**config.mk**
```make
export PLATFORM = sky130hd
export DESIGN_NAME = cbf_ctrl
export DESIGN_NICKNAME = d
export VERILOG_FILES = /design/src/sv/cbf_pkg.sv /design/src/sv/cbf_ctrl.sv
export SDC_FILE = /design/constraint.sdc
export NUM_CORES = 1
export LEC_CHECK = 0
export ABC_AREA = 1
export BUFFER_PORTS_ARGS = -buffer_cell sky130_fd_sc_hd__buf_2
export CAP_MARGIN = 20
export CORE_MARGIN = 2
export CORE_UTILIZATION = 50
export DETAILED_ROUTE_END_ITERATION = 10
export PLACE_DENSITY = 0.82
export SYNTH_ARGS = -nofsm -noshare
export SYNTH_HDL_FRONTEND = slang
export SYNTH_SLANG_ARGS = --single-unit
```
**constraint.sdc**
```tcl
create_clock -name i_clk -period 1.8 [get_ports i_clk]
set_input_delay 0.18 -clock i_clk [delete_from_list [all_inputs] [get_ports i_clk]]
set_output_delay 0.18 -clock i_clk [all_outputs]
set_load 0.005 [all_outputs]
```
**src/sv/cbf_pkg.sv**
```systemverilog
package cbf_pkg;

    localparam int STEPS_W  = 7;
    localparam int COORD_W  = 32;
    localparam int WEIGHT_W = 19;
    localparam int SQ3_W    = 14;
    localparam int SUM_W    = 52;
    localparam int ITER_W   = 5;
    localparam int TBL_LAST = 64;

    localparam logic [STEPS_W-1:0] STEPS_RESET = 7'd30;
    localparam logic [ITER_W-1:0]  ITER_LAST   = 5'd31;

    // path command codes
    typedef enum logic [1:0] {
        CMD_START = 2'd0,
        CMD_LINE  = 2'd1,
        CMD_CUBIC = 2'd2,
        CMD_NONE  = 2'd3
    } t_cmd;

    typedef struct packed {
        logic [1:0]                cmd;
        logic signed [COORD_W-1:0] ctrl1_x;
        logic signed [COORD_W-1:0] ctrl1_y;
        logic signed [COORD_W-1:0] ctrl2_x;
        logic signed [COORD_W-1:0] ctrl2_y;
        logic signed [COORD_W-1:0] end_x;
        logic signed [COORD_W-1:0] end_y;
    } t_in_word;

    typedef struct packed {
        logic signed [COORD_W-1:0] vertex_x;
        logic signed [COORD_W-1:0] vertex_y;
        logic [COORD_W-1:0]        path_length;
        logic                      last;
    } t_out_word;

    // datapath operations issued by the controller
    typedef enum logic [4:0] {
        OP_IDLE,
        OP_ACCEPT,
        OP_MUL_W1,
        OP_MUL_W2,
        OP_STORE_W2,
        OP_MUL_T0,
        OP_MUL_T1,
        OP_MUL_T2,
        OP_MUL_T3,
        OP_SUM_ADD,
        OP_DIV_INIT,
        OP_DIV_STEP,
        OP_DIV_FIN,
        OP_MUL_DX,
        OP_MUL_DY,
        OP_SQ_ADD,
        OP_ROOT_INIT,
        OP_ROOT_STEP,
        OP_LEN_ADD,
        OP_EMIT
    } t_op;

    typedef struct packed {
        t_op  op;
        logic axis;
    } t_dp_cmd;

    typedef struct packed {
        logic out_free;
        logic more_points;
    } t_dp_status;

    typedef enum logic [4:0] {
        S_IDLE, S_W1, S_W2, S_WS,
        S_T0, S_T1, S_T2, S_T3, S_TA,
        S_DI, S_DV, S_DF,
        S_DX, S_DY, S_SA, S_RI, S_RS, S_RF,
        S_EM
    } t_state;

    typedef logic [TBL_LAST:0][WEIGHT_W-1:0] t_cube_tbl;
    typedef logic [TBL_LAST:0][SQ3_W-1:0]    t_sq3_tbl;

    function automatic t_cube_tbl f_cube_tbl();
        t_cube_tbl tbl;
        for (int k = 0; k <= TBL_LAST; k++) begin
            tbl[k] = WEIGHT_W'(k * k * k);
        end
        return tbl;
    endfunction

    function automatic t_sq3_tbl f_sq3_tbl();
        t_sq3_tbl tbl;
        for (int k = 0; k <= TBL_LAST; k++) begin
            tbl[k] = SQ3_W'(3 * k * k);
        end
        return tbl;
    endfunction

    // k cubed and three times k squared
    localparam t_cube_tbl CUBE_TBL = f_cube_tbl();
    localparam t_sq3_tbl  SQ3_TBL  = f_sq3_tbl();

endpackage

```
**src/sv/cbf_ctrl.sv**
```systemverilog
module cbf_ctrl (
    input  logic                 i_clk,
    input  logic                 i_rst_n,
    input  logic                 i_in_valid,
    input  logic [1:0]           i_cmd_code,
    input  cbf_pkg::t_dp_status  i_status,
    output logic                 o_in_ready,
    output cbf_pkg::t_dp_cmd     o_cmd
);

    cbf_pkg::t_state                 r_state, n_state;
    logic                            r_axis, n_axis;
    logic [cbf_pkg::ITER_W-1:0]      r_cnt, n_cnt;

    // state register
    always_ff @(posedge i_clk) begin
        if (!i_rst_n) begin
            r_state <= cbf_pkg::S_IDLE;
            r_axis  <= 1'b0;
            r_cnt   <= '0;
        end else begin
            r_state <= n_state;
            r_axis  <= n_axis;
            r_cnt   <= n_cnt;
        end
    end

    // next state and datapath commands
    always_comb begin
        n_state    = r_state;
        n_axis     = r_axis;
        n_cnt      = r_cnt;
        o_in_ready = 1'b0;
        o_cmd.op   = cbf_pkg::OP_IDLE;
        o_cmd.axis = r_axis;
        case (r_state)
            cbf_pkg::S_IDLE: begin
                o_in_ready = 1'b1;
                n_axis     = 1'b0;
                if (i_in_valid) begin
                    o_cmd.op = cbf_pkg::OP_ACCEPT;
                    case (i_cmd_code)
                        cbf_pkg::CMD_START: n_state = cbf_pkg::S_EM;
                        cbf_pkg::CMD_LINE:  n_state = cbf_pkg::S_DX;
                        cbf_pkg::CMD_CUBIC: n_state = cbf_pkg::S_W1;
                        default:            n_state = cbf_pkg::S_IDLE;
                    endcase
                end
            end
            cbf_pkg::S_W1: begin
                o_cmd.op = cbf_pkg::OP_MUL_W1;
                n_state  = cbf_pkg::S_W2;
            end
            cbf_pkg::S_W2: begin
                o_cmd.op = cbf_pkg::OP_MUL_W2;
                n_state  = cbf_pkg::S_WS;
            end
            cbf_pkg::S_WS: begin
                o_cmd.op = cbf_pkg::OP_STORE_W2;
                n_axis   = 1'b0;
                n_state  = cbf_pkg::S_T0;
            end
            cbf_pkg::S_T0: begin
                o_cmd.op = cbf_pkg::OP_MUL_T0;
                n_state  = cbf_pkg::S_T1;
            end
            cbf_pkg::S_T1: begin
                o_cmd.op = cbf_pkg::OP_MUL_T1;
                n_state  = cbf_pkg::S_T2;
            end
            cbf_pkg::S_T2: begin
                o_cmd.op = cbf_pkg::OP_MUL_T2;
                n_state  = cbf_pkg::S_T3;
            end
            cbf_pkg::S_T3: begin
                o_cmd.op = cbf_pkg::OP_MUL_T3;
                n_state  = cbf_pkg::S_TA;
            end
            cbf_pkg::S_TA: begin
                o_cmd.op = cbf_pkg::OP_SUM_ADD;
                n_state  = cbf_pkg::S_DI;
            end
            cbf_pkg::S_DI: begin
                o_cmd.op = cbf_pkg::OP_DIV_INIT;
                n_cnt    = '0;
                n_state  = cbf_pkg::S_DV;
            end
            cbf_pkg::S_DV: begin
                o_cmd.op = cbf_pkg::OP_DIV_STEP;
                n_cnt    = r_cnt + 1'b1;
                if (r_cnt == cbf_pkg::ITER_LAST) begin
                    n_state = cbf_pkg::S_DF;
                end
            end
            cbf_pkg::S_DF: begin
                o_cmd.op = cbf_pkg::OP_DIV_FIN;
                if (!r_axis) begin
                    n_axis  = 1'b1;
                    n_state = cbf_pkg::S_T0;
                end else begin
                    n_state = cbf_pkg::S_DX;
                end
            end
            cbf_pkg::S_DX: begin
                o_cmd.op = cbf_pkg::OP_MUL_DX;
                n_state  = cbf_pkg::S_DY;
            end
            cbf_pkg::S_DY: begin
                o_cmd.op = cbf_pkg::OP_MUL_DY;
                n_state  = cbf_pkg::S_SA;
            end
            cbf_pkg::S_SA: begin
                o_cmd.op = cbf_pkg::OP_SQ_ADD;
                n_state  = cbf_pkg::S_RI;
            end
            cbf_pkg::S_RI: begin
                o_cmd.op = cbf_pkg::OP_ROOT_INIT;
                n_cnt    = '0;
                n_state  = cbf_pkg::S_RS;
            end
            cbf_pkg::S_RS: begin
                o_cmd.op = cbf_pkg::OP_ROOT_STEP;
                n_cnt    = r_cnt + 1'b1;
                if (r_cnt == cbf_pkg::ITER_LAST) begin
                    n_state = cbf_pkg::S_RF;
                end
            end
            cbf_pkg::S_RF: begin
                o_cmd.op = cbf_pkg::OP_LEN_ADD;
                n_state  = cbf_pkg::S_EM;
            end
            cbf_pkg::S_EM: begin
                if (i_status.out_free) begin
                    o_cmd.op = cbf_pkg::OP_EMIT;
                    n_state  = i_status.more_points ? cbf_pkg::S_W1 : cbf_pkg::S_IDLE;
                end
            end
            default: begin
                n_state = cbf_pkg::S_IDLE;
            end
        endcase
    end

endmodule

```
==> impl_metrics.ini <==
[floorplanning]
pin_count = 14
die_area_sq_um = 1960
die_w_um = 44.27
design.core.area_sq_um = 1506
die_h_um = 44.27
rows = 14
start_util_pct = 53.82

[synth]
synthCells = 134
synth-warning-count = 0
ys.flop_type = dfxtp_1
yosysTopAreaCell = dfxtp_1
syn-cell-area_sq_um = 810.8
synth.ff_latch_count = 11
ys_seq_area_share_pct = 27.16
netlist.area_leader.share_pct = 27.16
synthTopCellsByCount = nand2_1 (47), nor2_1 (15), dfxtp_1 (11), inv_1 (11), a21oi_1 (9)
yosys.cell_count.top_type = nand2_1
async_flop_share_pct = 0
synth.net_count = 143
ys_top_cells_by_area = dfxtp_1 (27%), nand2_1 (22%), nor2_1 (6.9%), a21oi_1 (5.6%), inv_1 (5.1%)
syn_area_per_cell_sq_um = 6.051
synth_cell_types = 20
synth_edf_count = 0

[layout]
n_antenna_cell = 0
drive_above_1_share_pct = 22.52
fin_util_pct = 61.21
finish.instance_area_sq_um = 922.1
num-nets-final = 161
areaGrowthSynthToFinish_pct = 13.73
fillCellCount = 138

[sta]
hold_viol = 0
setup-tns-final_ps = 0
fmax_mhz = 604.6
skew_ps = 6.002
min_period_ps = 1654
rsz0062_at_grt = no
finalSetupViolCount = 0
worstMarginPinSlew_ps = 282.2
report.final.slew_viol_count = 0
slew-limit-headroom_pct = 80.99
finalCritPeriodShare_pct = 91.88
whs_ps = 202.6

[placement]
place_area_sq_um = 895.9
place_congestion = 0.9314
numPortBuffers = 13
hpwlAfterDp_um = 1480

[power_and_ir_drop]
p_leak_nw = 0.4789
max-vdd-ir-drop_mv = 0.7622
powerDensity_nw_per_um2 = 1409
p_total_mw = 1.299

[critical_path]
crit_chain = inv_2, nand3_1, inv_1, o21ai_0, nand4_1, buf_2
ff2ff_path_depth = 9
crit_arrival_ps = 1470
cpMaxStageDelayCell = dfxtp_1
critPathKind = reg -> out
endpoint_kind = primary output
critical_path.max_fanout = 5
cp_slowest_stage_delay_ps = 430
crit_required_ps = 1620
start_kind = flop

[cts]
cts_tree = built
holdBufCountCts = 0
cts_setup_buffers = 0
postCtsResizedCells = 0
htree_levels = 1
clk_latency_ps = 260
clk_path_buf_depth = 2
clockRootBuffer = clkbuf_4
cts_made_buffers = 3
clock-sinks = 11
path_clk_slew_ps = 60

[global_routing]
grt_usage_pct = 20.20
grt_pass1_vias = 812
gr-total-overflow = 0
grt_max_degree = 10
antenna_found_initial = 0
grt_pass1_wl_um = 2973

[detailed_routing]
wl_met2_um = 849
wl_met3_um = 103
met1_length_um = 822
dr.max_layer_used = met3
wl_per_cell_um = 10.63
routed_via_density = 5.216
drc = 0
drtIter0Drc = 22
dr.pass1.iters = 4
routed_wl_um = 1775
ant_nets = 0
vias = 871

[outcome]
status = finished, final reports clean

[min_path]
min_path_cells = 3
hp-class = in -> reg

[job]
cap_violations = 0
[state kept, by name (all words and copies together), names as in the netlist]
| register | count |
|---|---|
| r_cnt | 5 |
| r_state | 5 |
| r_axis | 1 |
[through the flow]
stage | setup WS, ps | cells
after floorplan | 414.1 | 134
after global placement | 371.0 | 163
after detailed placement | 325.7 | 163
after CTS | 145.0 | 167
after global routing | 29.71 | 167
final | 146.1 | 167
[worst paths after layout]
| path | from | slack [ps] | to |
|---|---|---|---|
| worst min-delay path | i_rst_n | 200 | r_cnt[2]$_SDFFE_PN0P_ |
| worst max register to register | r_cnt[1]$_SDFFE_PN0P_ | 320 | r_state[4]$_SDFFE_PN0P_ |
| worst max-delay path | r_state[4]$_SDFFE_PN0P_ | 150 | o_cmd[1] |
| worst min register to register | r_cnt[4]$_SDFFE_PN0P_ | 480 | r_cnt[4]$_SDFFE_PN0P_ |
[where the power goes]
group,internal [mW],switching (mW),total [mW]
Sequential,0.289,0.0687,0.358
Clock,0.0855,0.0716,0.157
Combinational,0.300,0.484,0.784
Total,0.675,0.624,1.30
[critical path, delay by kind of cell, from the launching register on]
kind / cells / cell delay, ps
DFF: 1 / 430
buffers and inverters: 3 / 290
AOI/OAI and AO/OA: 1 / 250
and+or+nand+nor: 2 / 240
[cells by family after synthesis]
family	count (synthesis)	share of synthesized area (%)
AND/OR/NAND/NOR	84	47.53
buffers and inverters	20	10.18
AO/OA/AOI/OAI	15	9.874
flip-flops	11	27.16
XOR/XNOR	2	2.161
adder cells (fa/ha/maj)	2	3.086
[cell type report]
type	instances	area [sq um]	share of cell area [%]
clock buffer	4	26.28	2.849
inverter	18	67.56	7.327
multi-input combinational	103	508.0	55.09
sequential	11	220.2	23.88
tap	16	20.02	2.171
timing repair buffer	15	80.08	8.684
[layer usage]
| metal | vias up | GRT usage (%) |
|---|---|---|
| li1 | 460 | - |
| met1 | 384 | 24.68 |
| met2 | 27 | 33.53 |
| met3 | 0 | 5.714 |
| met4 | 0 | 7.879 |
| met5 | - | 0 |
[cells in the final DEF, fill, tap and decap left out, drive strengths merged]
cell type	netlist	final
a21oi	9	9
and3	1	1
buf	2	15
clkbuf	0	4
clkinv	1	1
dfxtp	11	11
ha	2	2
inv	17	17
nand2	49	49
nand3	8	8
nand4	5	5
nor2	21	21
o211ai	2	2
o21ai	4	4
xor2	2	2
Power figures use the tool's default switching activity.
